--- src/hw/rtl/uv_sphere_mesh_generator_unit_defines.svh ---
// Assertion macros shared by the UV-sphere mesh generator RTL.
`ifndef UV_SPHERE_MESH_GENERATOR_UNIT_DEFINES_SVH
`define UV_SPHERE_MESH_GENERATOR_UNIT_DEFINES_SVH

// Checks that a property holds in the same cycle as its trigger.
`define UVS_ASSERT_SAME(label, cond, prop) \
    label: assert property (@(posedge clk) disable iff (!rst_n) (cond) |-> (prop)) \
        else $error("uvs same-cycle check failed");

// Checks that a property holds in the cycle after its trigger.
`define UVS_ASSERT_NEXT(label, cond, prop) \
    label: assert property (@(posedge clk) disable iff (!rst_n) (cond) |=> (prop)) \
        else $error("uvs next-cycle check failed");

`endif

--- src/hw/rtl/uvs_div_cell.sv ---
// One restoring division step: produces one quotient bit per lane per cycle while en is high.
module uvs_div_cell #(
    parameter int NW    = 13,
    parameter int DW    = 8,
    parameter int LANES = 1,
    parameter int SW    = 1
) (
    input  logic                       clk,
    input  logic                       rst_n,
    input  logic                       en,
    input  logic                       in_vld,
    input  logic [LANES-1:0][NW-1:0]   in_num,
    input  logic [LANES-1:0][DW-1:0]   in_rem,
    input  logic [LANES-1:0][NW-1:0]   in_quo,
    input  logic [LANES-1:0][DW-1:0]   in_den,
    input  logic [SW-1:0]              in_side,
    output logic                       out_vld,
    output logic [LANES-1:0][NW-1:0]   out_num,
    output logic [LANES-1:0][DW-1:0]   out_rem,
    output logic [LANES-1:0][NW-1:0]   out_quo,
    output logic [LANES-1:0][DW-1:0]   out_den,
    output logic [SW-1:0]              out_side
);

    logic [LANES-1:0][NW-1:0] num_next;
    logic [LANES-1:0][DW-1:0] rem_next;
    logic [LANES-1:0][NW-1:0] quo_next;
    logic                     vld_reg;

    // Shift in the next numerator bit and subtract the divisor when it fits.
    always_comb
    begin
        for (int l = 0; l < LANES; l++)
        begin
            logic [DW:0] t;
            logic        ge;
            t           = {in_rem[l], in_num[l][NW-1]};
            ge          = (t >= {1'b0, in_den[l]});
            rem_next[l] = ge ? DW'(t - {1'b0, in_den[l]}) : t[DW-1:0];
            num_next[l] = {in_num[l][NW-2:0], 1'b0};
            quo_next[l] = {in_quo[l][NW-2:0], ge};
        end
    end

    // Valid bit of this cell.
    always_ff @(posedge clk or negedge rst_n)
    begin
        if (!rst_n)
        begin
            vld_reg <= 1'b0;
        end
        else if (en)
        begin
            vld_reg <= in_vld;
        end
    end

    // Payload of this cell.
    always_ff @(posedge clk)
    begin
        if (en)
        begin
            out_num  <= num_next;
            out_rem  <= rem_next;
            out_quo  <= quo_next;
            out_den  <= in_den;
            out_side <= in_side;
        end
    end

    assign out_vld = vld_reg;

endmodule

--- src/hw/rtl/uvs_divider.sv ---
// Pipelined multi-lane divider built from a chain of restoring division cells.
module uvs_divider #(
    parameter int NW    = 13,
    parameter int DW    = 8,
    parameter int LANES = 1,
    parameter int SW    = 1
) (
    input  logic                       clk,
    input  logic                       rst_n,
    input  logic                       en,
    input  logic                       in_vld,
    input  logic [LANES-1:0][NW-1:0]   in_num,
    input  logic [LANES-1:0][DW-1:0]   in_den,
    input  logic [SW-1:0]              in_side,
    output logic                       out_vld,
    output logic [LANES-1:0][NW-1:0]   out_quo,
    output logic [LANES-1:0][DW-1:0]   out_rem,
    output logic [SW-1:0]              out_side
);

    logic [NW:0]                      vld;
    logic [NW:0][LANES-1:0][NW-1:0]   num;
    logic [NW:0][LANES-1:0][DW-1:0]   rem;
    logic [NW:0][LANES-1:0][NW-1:0]   quo;
    logic [NW:0][LANES-1:0][DW-1:0]   den;
    logic [NW:0][SW-1:0]              side;

    // Chain head: empty remainder and quotient.
    assign vld[0]  = in_vld;
    assign num[0]  = in_num;
    assign rem[0]  = '0;
    assign quo[0]  = '0;
    assign den[0]  = in_den;
    assign side[0] = in_side;

    // One cell per quotient bit.
    for (genvar i = 0; i < NW; i++)
    begin : g_cell
        uvs_div_cell #(
            .NW    (NW),
            .DW    (DW),
            .LANES (LANES),
            .SW    (SW)
        ) u_cell (
            .clk      (clk),
            .rst_n    (rst_n),
            .en       (en),
            .in_vld   (vld[i]),
            .in_num   (num[i]),
            .in_rem   (rem[i]),
            .in_quo   (quo[i]),
            .in_den   (den[i]),
            .in_side  (side[i]),
            .out_vld  (vld[i+1]),
            .out_num  (num[i+1]),
            .out_rem  (rem[i+1]),
            .out_quo  (quo[i+1]),
            .out_den  (den[i+1]),
            .out_side (side[i+1])
        );
    end

    assign out_vld  = vld[NW];
    assign out_quo  = quo[NW];
    assign out_rem  = rem[NW];
    assign out_side = side[NW];

endmodule

--- config.mk ---
export PLATFORM = sky130hd
export DESIGN_NAME = uvs_divider
export DESIGN_NICKNAME = d
export VERILOG_FILES = /design/src/hw/rtl/uv_sphere_mesh_generator_unit_defines.svh /design/src/hw/rtl/uvs_div_cell.sv /design/src/hw/rtl/uvs_divider.sv
export SDC_FILE = /design/constraint.sdc
export NUM_CORES = 1
export LEC_CHECK = 0
export BUFFER_PORTS_ARGS = -buffer_cell sky130_fd_sc_hd__clkbuf_2
export CAP_MARGIN = 15
export CORE_ASPECT_RATIO = 0.8
export CORE_MARGIN = 8
export CORE_UTILIZATION = 35
export CTS_BUF_LIST = sky130_fd_sc_hd__clkbuf_2 sky130_fd_sc_hd__clkbuf_4 sky130_fd_sc_hd__clkbuf_8
export DETAILED_ROUTE_END_ITERATION = 7
export GPL_TIMING_DRIVEN = 0
export HOLD_SLACK_MARGIN = 0.12
export SLEW_MARGIN = 5
export SYNTH_ARGS = -nofsm -noshare
export SYNTH_HDL_FRONTEND = slang
export SYNTH_SLANG_ARGS = --single-unit
--- constraint.sdc ---
create_clock -name clk -period 1.96 [get_ports clk]
set_input_delay 0.392 -clock clk [delete_from_list [all_inputs] [get_ports clk]]
set_output_delay 0.392 -clock clk [all_outputs]
set_load 0.01 [all_outputs]
==> out/metrics.csv <==
stage,metric,value,unit
detailed_routing,Pre-antenna DRT Iters,5,
critical_path,Critical Path RT,2.32,ns
timing,hold slack,0.193,ns
status,violated checks,setup timing,
yosys,synth top area cells,"edfxtp_1, ha_1, inv_1, mux2_2, o21ai_0",
critical_path,critical path type,flip-flop to flip-flop,
critical_path,CP Max Fanout,6,
timing,RSZ-0062 raised after global routing,yes,
yosys,dominant cell type by area after synthesis,edfxtp_1,
detailed_routing,drt drc,0,
cts,clock root buffer,clkbuf_8,
cts,Clock Sinks,395,
yosys,register area share after synthesis,66.4,%
hold_path,HP Class,input port to async pin,
grt,initial antenna violation count,0,
timing,FMAX,0.469,GHz
cts,CTS Buf Count,70,
critical_path,cell count along the critical path,8,
yosys,"Net Count, Synth",1356,
timing,final worst slack,-0.171,ns
cts,clk slew on worst S/H paths,0.06,ns
yosys,Synth top area share,64.5,%
detailed_routing,final antenna-violating net count,0,
timing,Slew HR,57.6,%
placement,post-detail-place hpwl,19300,µm
placement,Buffers on Ports,48,
critical_path,critical path arrival,2.49,ns
detailed_routing,DR iter-0 viols,509,
placement,GPL Wtd Cong,0.839,
run,MaxCap Viol Count,0,
placement,dpl cell area,19100,µm²
timing,Tcrit/Tclk final,109,%
timing,actual slew at the worst max-slew pin,0.637,ns
yosys,Post-Syn Area,17800,µm²
cells_and_area,layout cells sized above 1,46.6,%
yosys,Syn Inst Count,1220,
status,status,"finished, violations left",
detailed_routing,Routed WL,34900,µm
cells_and_area,fin area,24200,µm²
yosys,Mean Syn Cell Area,14.6,µm²
power_and_ir_drop,Leak,9.30,nW
die,Die Wd,268,µm
cells_and_area,Fillers,4282,
yosys,most used flip-flop cell after synthesis,edfxtp_1,
critical_path,Crit-path slowest cell,edfxtp_1,
yosys,"count leader, synth",edfxtp_1,
cts,Clock Latency Late Sink,0.63,ns
timing,Final Max Tran Viols,0,
die,Core Area,50600,µm²
grt,total grt overflow,0,
cells_and_area,antenna fix cells,0,
die,die area,58300,µm²
yosys,Ys Warns,0,
critical_path,Worst Reg2Reg Path Length in Cells,8,
grt,met2 Track Usage GR,18.6,%
yosys,"top cells by count, synth","edfxtp_1, inv_1, ha_1",
power_and_ir_drop,total power,32.4,mW
yosys,ys async rst share,3.29,%
grt,first-pass GRT wire length,54200,µm
detailed_routing,WL/cell,15.1,µm
critical_path,Critical Path Sink Type,flip-flop,
cells_and_area,synthesis-to-finish area growth,36.3,%
yosys,Yosys cell types,62,
timing,"Hold Violations, Final",0,
die,I/O pins,49,
power_and_ir_drop,Peak VDD IR,590,µV
detailed_routing,Via Count,10900,
grt,largest net degree at the start of global routing,111,
critical_path,Worst Path Buf+Inv,2,
grt,number of global-route vias before repair,11100,
timing,Final min period,2.13,ns
grt,met3 Resource Use GR,3.40,%
detailed_routing,Vias/cell,4.73,
critical_path,crit-path leading delay family,flip-flops,
cells_and_area,Final #Nets,1718,
critical_path,startpoint types,flip-flop,
yosys,post-synthesis register bit count,395,
grt,met1 Usage GRT,13.8,%
grt,gr busiest metal,met2,
timing,Clock Skew,0.0346,ns
power_and_ir_drop,Pwr Density,1340,nW/µm²
die,Initial Util,35.1,%
yosys,Post-synth EDFFs,382,
die,DIE HEIGHT,218,µm
critical_path,worst-path cell chain,ha_4 -> and4_4 -> and2_4 -> a221oi_4 -> buf_6 -> buf_6 -> a31o_4 -> o22a_1,
timing,final setup vio count,62,
critical_path,CP peak stage delay,0.45,ns
cts,Clock Path Buffers,3,
grt,total track usage,11.3,%
cts,TritonCTS clock tree,built,
cts,H-tree lvl count,3,
die,row count,74,
critical_path,cell mode on critical path,buf_6,
## flip-flops by register name (all words and copies together), names as in the netlist
| name | flops |
|---|---|
| g_cell.u_cell.out_rem | 104 |
| g_cell.u_cell.out_den | 96 |
| g_cell.u_cell.out_quo | 91 |
| g_cell.u_cell.out_num | 78 |
| g_cell.u_cell.out_side | 13 |
| g_cell.u_cell.out_vld | 13 |
## layout make-up
cell class | count | area, µm² | area share [%]
Tap cell | 684 | 856 | 3.53
Clock buffer | 89 | 1120 | 4.64
Timing Repair Buffer | 290 | 2390 | 9.89
Buffer | 9 | 91.3 | 0.377
Clock inverter | 31 | 190 | 0.785
Inverter | 136 | 515 | 2.13
Sequential cell | 395 | 11800 | 48.7
Multi-Input combinational cell | 680 | 7250 | 29.9
## power breakdown
group	internal [mW]	switching, mW
logic	7.08	5.96
clock network	3.91	3.38
registers	11.3	0.836
total	22.3	10.2
## layer usage
| layer | wire length [µm] | vias up | part of all wire, % |
|---|---|---|---|
| li1 | - | 5296 | - |
| met1 | 15400 | 5379 | 44 |
| met2 | 17000 | 202 | 49 |
| met3 | 1560 | 68 | 4.5 |
| met4 | 896 | 0 | 2.6 |
| met5 | 0 | - | 0 |
## worst register-to-register path: stages (launching register included)
cell and delay, ns:
edfxtp_1 0.45, ha_4 0.35, and4_4 0.23, and2_4 0.15, a221oi_4 0.08, buf_6 0.15
buf_6 0.11, a31o_4 0.19, o22a_1 0.15
## cell usage in the layout, fill, tap and decap left out, types with 11 or more instances in the layout
cell type      count
ha_4              60
edfxtp_1         382
o21ai_0           24
xor2_1            20
a21oi_1           28
clkbuf_2          47
ha_1              30
clkbuf_8          74
buf_6             42
clkinv_1          14
nand2b_1          11
dlygate4sd3_1     25
fa_2              12
nor2_1            25
mux2_2            17
o21ai_2           44
nor3_1            12
nand2_1           43
xnor2_1           20
mux2i_1           12
a21oi_2           21
a21oi_4           21
clkbuf_4          16
o21a_1            18
inv_2             52
dfrtp_1           13
nand2_2           17
buf_4            171
a21o_1            16
inv_1             82
mux2_4            26
## path summary, 6_finish.rpt
check                                             start                           end  slack, ns
max                         g_cell[4].u_cell.out_rem[5]   g_cell[5].u_cell.out_rem[7]      -0.17
min                                               rst_n      g_cell[0].u_cell.out_vld       0.19
max reg2reg                 g_cell[4].u_cell.out_rem[5]   g_cell[5].u_cell.out_rem[7]      -0.17
min reg2reg                g_cell[1].u_cell.out_num[11]  g_cell[2].u_cell.out_num[12]       0.38
max in group asynchronous                         rst_n      g_cell[4].u_cell.out_vld       0.99
min in group clk                              in_den[0]   g_cell[0].u_cell.out_rem[0]       0.26
## through the flow
step	setup TNS, ns	util (%)	setup WS (ns)	std cells
3_5_place_dp	-60.66	37.7	-0.395	1955
4_1_cts	-2.96	44.6	-0.152	2219
2_1_floorplan	-0.293	-	-0.0375	1220
6_report	-3.52	47.8	-0.171	2314
5_1_grt	-8.64	47.8	-0.246	2314
3_3_place_gp	-2333.51	37.5	-6.23	1952
## repair_timing
item | CTS | global route
endpoints found under the setup margin | 96 | 102
pin swaps | 67 | 105
setup buffers | 115 | 97
cloned | 4 | 2
hold endpoints to repair | 40 | 0
resized for setup | 250 | 212
hold buffers | 25 | 0
## logic make-up (layout without fill, tap and decap cells)
family,Yosys count,after routing,share of synthesized area [%]
flops,395,395,66.4
compound gates,260,260,10.1
buf+inv,145,555,3.32
fa+ha+maj,110,110,8.25
mux,56,56,3.56
xor+xnor,40,40,1.97
simple gates,214,214,6.41
Note: power is estimated with default switching activity, not from simulation.
